[config.mk]
export PLATFORM = sky130hd
export DESIGN_NAME = scope_link_byte_parser
export DESIGN_NICKNAME = d
export VERILOG_FILES = /design/src/sv/slbp_pkg.sv /design/src/sv/slbp_core.sv /design/src/sv/scope_link_byte_parser.sv
export SDC_FILE = /design/constraint.sdc
export NUM_CORES = 1
export LEC_CHECK = 0
export ABC_AREA = 0
export BUFFER_PORTS_ARGS = -buffer_cell sky130_fd_sc_hd__buf_2
export CAP_MARGIN = 25
export CORE_MARGIN = 3
export CORE_UTILIZATION = 61
export DETAILED_ROUTE_END_ITERATION = 8
export PLACE_DENSITY = 0.95
export SLEW_MARGIN = 10
export SYNTH_ARGS = -nofsm -noshare
export SYNTH_HDL_FRONTEND = slang
export SYNTH_SLANG_ARGS = --single-unit
[constraint.sdc]
create_clock -name clk -period 6.3 [get_ports clk]
set_input_delay 0.63 -clock clk [delete_from_list [all_inputs] [get_ports clk]]
set_output_delay 0.63 -clock clk [all_outputs]
set_load 0.01 [all_outputs]
[src/sv/slbp_pkg.sv]
// Shared types and codes for the scope link byte parser.
package slbp_pkg;

  localparam int COL_W  = 10;
  localparam int ROW_W  = 8;
  localparam int WORD_W = 32;

  localparam logic [7:0] CMD_TIME  = 8'hFF;
  localparam logic [7:0] CMD_VOLTS = 8'hFE;

  localparam logic OP_BYTE    = 1'b0;
  localparam logic OP_RELEASE = 1'b1;

  localparam logic CFG_FLIP_BASE   = 1'b0;
  localparam logic CFG_LAST_COLUMN = 1'b1;

  localparam logic [COL_W-1:0] FIRST_COLUMN = COL_W'(1);

  typedef struct packed {
    logic [ROW_W-1:0] flip_base;
    logic [COL_W-1:0] last_column;
  } cfg_t;

  typedef struct packed {
    logic              sample_valid;
    logic [COL_W-1:0]  sample_column;
    logic [ROW_W-1:0]  sample_row;
    logic              frame_ready;
    logic              time_div_valid;
    logic [WORD_W-1:0] time_div_value;
    logic              volts_div_valid;
    logic [WORD_W-1:0] volts_div_value;
  } res_t;

endpackage

[src/sv/slbp_core.sv]
// Parser state and the per-byte update: modes, word assembly, column tracking.
module slbp_core import slbp_pkg::*; (
  input  logic       clk,
  input  logic       rst,
  input  logic       take,
  input  logic       operation,
  input  logic [7:0] rx_byte,
  input  cfg_t       cfg,
  output res_t       res
);

  typedef enum logic [1:0] {
    MODE_DATA  = 2'd0,
    MODE_TIME  = 2'd1,
    MODE_VOLTS = 2'd2
  } mode_t;

  mode_t             parse_mode, parse_mode_next;
  logic [1:0]        byte_position, byte_position_next;
  logic [COL_W-1:0]  write_column, write_column_next;
  logic              frame_full, frame_full_next;
  logic [WORD_W-1:0] time_word, time_word_next;
  logic [WORD_W-1:0] volts_word, volts_word_next;
  logic [ROW_W-1:0]  row;
  logic [4:0]        lane;

  assign lane = {byte_position, 3'b000};

  always_comb begin
    parse_mode_next    = parse_mode;
    byte_position_next = byte_position;
    write_column_next  = write_column;
    frame_full_next    = frame_full;
    time_word_next     = time_word;
    volts_word_next    = volts_word;
    res                = '0;
    row                = cfg.flip_base - rx_byte;
    if (row == ROW_W'(1)) begin
      row = ROW_W'(2);
    end

    if (operation == OP_RELEASE) begin
      frame_full_next = 1'b0;
    end else if (parse_mode == MODE_TIME || parse_mode == MODE_VOLTS) begin
      if (parse_mode == MODE_TIME) begin
        time_word_next[lane +: 8] = rx_byte;
      end else begin
        volts_word_next[lane +: 8] = rx_byte;
      end
      byte_position_next = byte_position + 2'd1;
      if (byte_position == 2'd3) begin
        res.time_div_valid  = (parse_mode == MODE_TIME);
        res.volts_div_valid = (parse_mode == MODE_VOLTS);
        parse_mode_next     = MODE_DATA;
      end
    end else if (rx_byte == CMD_TIME) begin
      parse_mode_next = MODE_TIME;
    end else if (rx_byte == CMD_VOLTS) begin
      parse_mode_next = MODE_VOLTS;
    end else if (!frame_full) begin
      if (write_column == cfg.last_column) begin
        write_column_next = FIRST_COLUMN;
        frame_full_next   = 1'b1;
      end else begin
        write_column_next = write_column + COL_W'(1);
        res.sample_valid  = 1'b1;
        res.sample_column = write_column_next;
        res.sample_row    = row;
      end
    end

    res.frame_ready     = frame_full_next;
    res.time_div_value  = time_word_next;
    res.volts_div_value = volts_word_next;
  end

  always_ff @(posedge clk) begin
    if (rst) begin
      parse_mode    <= MODE_DATA;
      byte_position <= 2'd0;
      write_column  <= FIRST_COLUMN;
      frame_full    <= 1'b0;
      time_word     <= '0;
      volts_word    <= '0;
    end else if (take) begin
      parse_mode    <= parse_mode_next;
      byte_position <= byte_position_next;
      write_column  <= write_column_next;
      frame_full    <= frame_full_next;
      time_word     <= time_word_next;
      volts_word    <= volts_word_next;
    end
  end

  // a word is only ever in flight in a word mode
  assert property (@(posedge clk) disable iff (rst)
    parse_mode == MODE_DATA |-> byte_position == 2'd0)
    else $error("byte_position nonzero in data mode");

endmodule

[src/sv/scope_link_byte_parser.sv]
// Top level of the scope link byte parser: config registers, handshake, result register.
//
//  channel | dir | handshake              | payload
//  --------+-----+------------------------+---------------------------------------
//  s_*     | in  | s_tvalid / s_tready    | tdata rx_byte, tuser operation
//  m_*     | out | m_tvalid / m_tready    | tdata column,row,frame,time,volts words
//  cfg_*   | in  | cfg_we (no back-press) | cfg_index, cfg_data
//
// One request per cycle while s_tready is high, one result per request; m_tvalid
// rises in the cycle after acceptance, set by the single result register.
// The request is decoded and the parser state updated in the accepting cycle.
// s_tready drops only while a result sits in the output register and m_tready is low.
// rst (synchronous) restores the config defaults and the parser state and
// empties the output register.
module scope_link_byte_parser import slbp_pkg::*; (
  input  logic        clk,
  input  logic        rst,
  input  logic        s_tvalid,
  output logic        s_tready,
  input  logic [7:0]  s_tdata,   // [7:0] rx_byte
  input  logic        s_tuser,   // [0] operation
  output logic        m_tvalid,
  input  logic        m_tready,
  output logic [87:0] m_tdata,   // [9:0] sample_column, [17:10] sample_row,
                                 // [18] frame_ready, [50:19] time_div_value,
                                 // [82:51] volts_div_value, [87:83] zero
  output logic [2:0]  m_tuser,   // [0] sample_valid, [1] time_div_valid,
                                 // [2] volts_div_valid
  input  logic        cfg_we,
  input  logic        cfg_index,
  input  logic [9:0]  cfg_data
);

  cfg_t cfg;
  res_t res, res_q;
  logic take;

  // output register frees up whenever the downstream side takes its content
  assign s_tready = !m_tvalid || m_tready;
  assign take     = s_tvalid && s_tready;

  always_ff @(posedge clk) begin
    if (rst) begin
      cfg.flip_base   <= ROW_W'(226);
      cfg.last_column <= COL_W'(319);
    end else if (cfg_we) begin
      unique case (cfg_index)
        CFG_FLIP_BASE:   cfg.flip_base   <= cfg_data[ROW_W-1:0];
        CFG_LAST_COLUMN: cfg.last_column <= cfg_data[COL_W-1:0];
        default: ;
      endcase
    end
  end

  slbp_core u_core (
    .clk       (clk),
    .rst       (rst),
    .take      (take),
    .operation (s_tuser),
    .rx_byte   (s_tdata),
    .cfg       (cfg),
    .res       (res)
  );

  // result register; payload loads with each accepted request
  always_ff @(posedge clk) begin
    if (rst) begin
      m_tvalid <= 1'b0;
    end else if (s_tready) begin
      m_tvalid <= s_tvalid;
    end
    if (take) begin
      res_q <= res;
    end
  end

  assign m_tdata = {5'b0, res_q.volts_div_value, res_q.time_div_value, res_q.frame_ready,
                    res_q.sample_row, res_q.sample_column};
  assign m_tuser = {res_q.volts_div_valid, res_q.time_div_valid, res_q.sample_valid};

  // a result strobes at most one kind of event
  assert property (@(posedge clk) disable iff (rst)
    m_tvalid |-> $onehot0(m_tuser))
    else $error("more than one event strobe in one result");

  // samples are only written while no frame is pending
  assert property (@(posedge clk) disable iff (rst)
    m_tvalid && m_tuser[0] |-> !m_tdata[18])
    else $error("sample written with frame ready");

  // row 1 is never produced
  assert property (@(posedge clk) disable iff (rst)
    m_tvalid && m_tuser[0] |-> m_tdata[17:10] != 8'd1)
    else $error("sample row of one");

  // a request accepted with the result register empty shows up next cycle
  assert property (@(posedge clk) disable iff (rst)
    take |=> m_tvalid)
    else $error("accepted request produced no result");

endmodule
Word-level counts from Yosys, hierarchy flattened --
Cells that the tools add are included.
Storage, ports and cells: bits in registers 184, input bits 25, logic and storage cells 74
Cells by class: $add $sub $neg 4, equal/unequal tests 8, shift-type cells 2, multiplexer cells 21, bitwise gates (word level) 7, reduce and logical (&&, ||, !) cells 14
Operators with widths (count):
- $mux W32 | 6
- $bwmux W32 | 2
- $shift A8 B7 Y32 const A | 1
- $shiftx A8 B7 Y32 | 1
- $mux W19 | 1
- $eq A8 B8 Y1 const B | 2
- $add A10 B1 Y10 const B | 1
- $eq A10 B10 Y1 | 1
- $mux W10 | 1
- $eq A8 B1 Y1 const B | 1
- $mux W2 | 4
- $mux W8 | 1
- $sub A8 B8 Y8 | 1
- $neg A5 Y7 | 1
- $not A1 Y1 | 7
- $reduce_or A7 Y1 | 1
- $mux W1 | 6
- $reduce_and A6 Y1 | 1
- $reduce_or A6 Y1 | 1
- $reduce_or A5 Y1 | 1
- $eq A2 B2 Y1 const B | 2
- $reduce_and A2 Y1 | 2
- $reduce_and A4 Y1 | 1
- $reduce_and A3 Y1 | 1
- other kinds (8) | 9

Longest topological paths before layout --
word-level depth 7, mapped depth 11

By module --
Synthesis repeated with hierarchy kept, for this count alone.
Unflattened totals: cell total of the unflattened synthesis 841, area total of the unflattened synthesis 8026.4 sq um
By module, submodules not included:
- slbp_core | instances 1, cells an instance 668, area an instance 4588.2 sq um, sequential area each 1581.5 sq um
- scope_link_byte_parser | instances 1, cells an instance 173, area an instance 3438.3 sq um, sequential area each 2962.8 sq um

Worst setup path after synthesis --
No wires, ideal clock.
path kind input-to-reg, start point in m_tready, end point reg u_core.time_word[24], library setup time 0.300 ns, arrival time 3.848 ns, path slack 2.152 ns, stages 5, buffers on the path 1, cell sequence nand2b_1 > nand2_2 > clkinv_1 > clkbuf_1 > a311oi_1
Between the ends: longest elaborated chain between the ends 2
Ends and longest elaborated chain:
- from (decl) | line scope_link_byte_parser.sv:23 | input logic m_tready,
- $logic_or A1 B1 Y1 | line scope_link_byte_parser.sv:39 | assign s_tready = !m_tvalid || m_tready;
- $logic_and A1 B1 Y1 | line scope_link_byte_parser.sv:40 | assign take = s_tvalid && s_tready;
- net take | line scope_link_byte_parser.sv:36 | logic take;
- to (signal assigned) | line slbp_core.sv:90 | time_word <= time_word_next;
- to (decl) | line slbp_core.sv:22 | logic [WORD_W-1:0] time_word, time_word_next;
The timed path passes the listed nets, and every way through them passes these cells. A chain may end at the register's enable or synchronous reset.

Final worst setup path --
start point reg m_tvalid, end point reg u_core.write_column[7]
Between the ends: longest elaborated chain between the ends 4
Ends and longest elaborated chain:
- from (decl) | line scope_link_byte_parser.sv:22 | output logic m_tvalid,
- from (signal assigned) | line scope_link_byte_parser.sv:70 | m_tvalid <= s_tvalid;
- $logic_not A1 Y1 | line scope_link_byte_parser.sv:39
- $logic_or A1 B1 Y1 | line scope_link_byte_parser.sv:39
- $logic_and A1 B1 Y1 | line scope_link_byte_parser.sv:40
- $reduce_and A6 Y1 (no source line)
- to (signal assigned) | line slbp_core.sv:88 | write_column <= write_column_next;
- to (decl) | line slbp_core.sv:20 | logic [COL_W-1:0] write_column, write_column_next;
Every way passes these cells.

==> flow_results.org <==
** Routing
- In the routed layout, each cell is associated on average with a via count of 5.77.
- Vias :: 6416
- Aggregate routed wire length :: 17700 um
- 1st-iter DRT viols :: 747
- Number of detailed-route iterations in the first pass :: 5
- In the final routed layout, each cell accounts on average for 15.9 um.
- Antenna-violating nets left :: 0
- # DRC :: 0

** Clock tree
- Number of post-CTS setup repair buffers :: 0
- Max Buffers Root-to-Sink :: 2
- In this run, CTS created clock tree buffers numbering 17.
- Hold-fix buffer count after cts :: 0
- Post-CTS repair changed the size of 0 cells.
- For this design, the sink count on the clock tree is 184.
- At the later pin of the worst-skew pair, clock insertion delay measures 0.43 ns.
- Clock input transition at the sequential cells of the worst setup and hold paths :: 0.06 ns
- Root buffer cell :: sky130_fd_sc_hd__clkbuf_16
- Htree depth :: 4
- TritonCTS built the clock tree.

** Power
- Total power density per cell area :: 280 nW/um^2
- Overall power consumption after layout is estimated at 0.00254 W.
- The worst-case IR drop observed on VDD is 0.133 mV.
- For this design the static power due to leakage is 3.51 nW.

** Floorplanning
- Std cell rows :: 40
- In this run the horizontal extent of the chip is 120 um.
- Top-Level Pins :: 118
- For this configuration, the core starts out at a cell density of 64.1%.
- Measured along the y axis, the die boundary spans 120 um.
- Core area :: 12300 sq um
- The die covers 14300 sq um.

** STA
- The number of slew-limit violations in the final report came to 0.
- Worst rel slew slack :: 31.3%
- RSZ-0062 raised after global routing :: false
- Hold violation total from the final report :: 0
- Setup violations remaining at the end of the flow were counted as 0.
- For the pin with the worst max-slew slack, the measured transition is 1.03 ns.
- Final period utilization :: 43.7%
- Clock Skew :: 0.0104 ns
- The smallest clock period supported by the final layout is computed as 2.75 ns.
- Achievable Freq :: 363 MHz
- For the final routed database, the setup TNS stands at 0 ns.

** GRT
- Global routing consumed, over all layers together, 25.0% of the routing resources.
- Initial antenna violation count :: 0
- The number of global-route vias before repair was 5898.
- Summed over all layers, the global routing overflow is 0.
- Pin count of the biggest net entering global routing :: 99
- The first global-routing pass estimated 28600 um of wire.

** Synth
- Counting flops with an async set or reset pin after synthesis yields a share of 0%.
- Synth Flop Type :: sky130_fd_sc_hd__dfxtp_1
- A synthesized cell averages 9.43 sq um.
- The synthesized design contains 86 enable-type register cells.
- The synthesized design spends more area on one cell type than any other, namely sky130_fd_sc_hd__edfxtp_1.
- The synthesized netlist occupies a cell area of 7900 sq um.
- The share of the Yosys chip area taken by registers is 57.6%.
- Library cells used by synthesis :: 52
- Dominant cells by area after synthesis :: sky130_fd_sc_hd__edfxtp_1 33%, sky130_fd_sc_hd__dfxtp_1 25%, sky130_fd_sc_hd__nor2_1 7.1%, sky130_fd_sc_hd__nand2_1 6.7%, sky130_fd_sc_hd__a21oi_1 4.5%
- Number of register bits inferred by synthesis :: 184
- Summed over its instances, the top area cell type makes up 32.7% of the synthesized netlist area.
- Cell count after synthesis :: 837
- Synthesis warning total :: 0

** Setup path
- Along the worst path, the maximum fanout reaches 69.
- STA classifies the critical path startpoint as a flip-flop.
- In this design, the stage delay of the slowest critical-path cell is 0.74 ns.
- For the worst setup path, the data required time is 6.58 ns.
- The slowest stage of the critical path belongs to the cell sky130_fd_sc_hd__buf_4.
- Crit. End Element :: flip-flop
- Critical path class :: flip-flop to flip-flop
- Worst Path Arrival :: 3.03 ns
- Series of cell instances along the critical path :: nand2b_1 -> nand2_2 -> inv_4 -> buf_4 -> and2_1 -> o21ai_0 -> a22oi_1 -> nor2_1

** Layout
- The library cell used most frequently in the layout, excluding fill and tap cells, is sky130_fd_sc_hd__nor2_1.
- Measured on the finished design, the core utilization comes to 73.8%.
- Commonest non-fill, non-tap cells in the layout :: 149 x sky130_fd_sc_hd__nor2_1, 141 x sky130_fd_sc_hd__nand2_1, 112 x sky130_fd_sc_hd__buf_2
- The net count of the finished layout is 971.
- The layout has 801 filler cells.
- Diodes inserted :: 0
- In the final layout, the share of cells above drive strength 1 is 16.9%.
- Area growth from synthesis to layout :: 15.1%
- Final std cell area, no fill :: 9090 sq um

** Job
- The tool flagged a number of max-cap violations equal to 0.

** Placement
- During placement, the flow inserted port buffers numbering 112.
- Summing all placed instances gives a cell area of 8490 sq um.
- Final HPWL from detailed placement :: 11200 um
- At the end of routability-driven placement, the weighted congestion stood at 0.853.

** Run status
- Status :: finished clean

** Min path
- The tightest min-delay check is of the input port to flip-flop type.
[report_power, final]
part | leakage [nW] | switching (W) | total, W | internal, W
Sequential | 1.66 | 0.0000176 | 0.00131 | 0.00129
Clock | 0.280 | 0.000432 | 0.00105 | 0.000618
Combinational | 1.56 | 0.000119 | 0.000183 | 0.0000634
Total | 3.51 | 0.000569 | 0.00254 | 0.00198
[kinds of logic after synthesis]
logic type	count (synthesis)	synth area share [%]
AND/OR/NAND/NOR	371	20.6
flip-flops	184	57.6
AO/OA/AOI/OAI	174	12.6
buffers and inverters	64	3.57
XOR/XNOR	26	2.88
adder cells (fa/ha/maj)	16	2.63
other	1	0.0475
multiplexers	1	0.127
[Yosys cell counts (2+ instances only)]
master and instances:
sky130_fd_sc_hd__a311oi_1 8, sky130_fd_sc_hd__nand4_1 4, sky130_fd_sc_hd__nor2b_1 7, sky130_fd_sc_hd__a21oi_1 71, sky130_fd_sc_hd__buf_4 6, sky130_fd_sc_hd__a211o_1 8
sky130_fd_sc_hd__xnor2_1 22, sky130_fd_sc_hd__nand2_1 141, sky130_fd_sc_hd__o21ai_0 68, sky130_fd_sc_hd__nand3_1 18, sky130_fd_sc_hd__and3_1 13, sky130_fd_sc_hd__or2_2 3
sky130_fd_sc_hd__nor3_1 6, sky130_fd_sc_hd__a22oi_1 6, sky130_fd_sc_hd__nand2b_1 3, sky130_fd_sc_hd__nor3b_2 4, sky130_fd_sc_hd__inv_1 16, sky130_fd_sc_hd__clkbuf_1 25
sky130_fd_sc_hd__nand3b_1 8, sky130_fd_sc_hd__ha_1 15, sky130_fd_sc_hd__edfxtp_1 86, sky130_fd_sc_hd__clkinv_1 2, sky130_fd_sc_hd__xor2_1 4, sky130_fd_sc_hd__buf_2 14
sky130_fd_sc_hd__nor2_1 149, sky130_fd_sc_hd__and2_1 5, sky130_fd_sc_hd__dfxtp_1 98, sky130_fd_sc_hd__a22o_1 2, sky130_fd_sc_hd__nor3_2 2
[flip-flops by register name, summed over array words and instances (netlist names)]
| signal | cells |
|---|---|
| u_core.time_word | 32 |
| u_core.byte_position | 2 |
| u_core.volts_word | 32 |
| m_tvalid | 1 |
| m_tdata | 83 |
| u_core.frame_full | 1 |
| u_core.write_column | 10 |
| m_tuser | 3 |
| cfg | 18 |
| u_core.parse_mode | 2 |
[through the flow]
stage / std cells / hold WS, ns / worst slack [ns]
floorplan: 841 / 0.436 / 2.15
global placement: 1078 / 0.447 / 3.20
detailed placement: 1078 / 0.460 / 3.10
CTS: 1110 / 0.420 / 3.54
global route: 1111 / 0.439 / 3.27
finish: 1111 / 0.427 / 3.55
[critical path, delay by kind of cell, from the launching register on]
family / cells / cell delay, ns
flip-flops: 1 / 0.31
AO/OA/AOI/OAI: 2 / 0.38
AND/OR/NAND/NOR: 4 / 0.74
buffers and inverters: 2 / 1.14
[final timing paths]
kind | from | endpoint | slack (ns) | cells after the start
min | cfg_data[5] | cfg[15] | 0.43 | 3
max reg2reg | m_tvalid | u_core.write_column[7] | 3.55 | 8
max | m_tvalid | u_core.write_column[7] | 3.55 | 8
min reg2reg | cfg[6] | cfg[6] | 0.47 | 2
[layout make-up]
class,count,area (sq um),share of cell area [%]
multi-input combinational,593,3080,33.9
inverter,18,70.1,0.771
timing repair buffer,116,594,6.54
clock buffer,18,429,4.72
sequential,184,4540,50.0
tap,168,210,2.31
clock inverter,14,156,1.72
[routing by layer]
metal	global-route usage [%]	vias up	wire length [um]
met3	4.81	65	1250
li1	-	3054	-
met1	31.3	3006	7000
met4	12.2	0	622
met2	41.9	291	8820
met5	0	-	0
No activity file was read; power rests on OpenSTA's default activity.
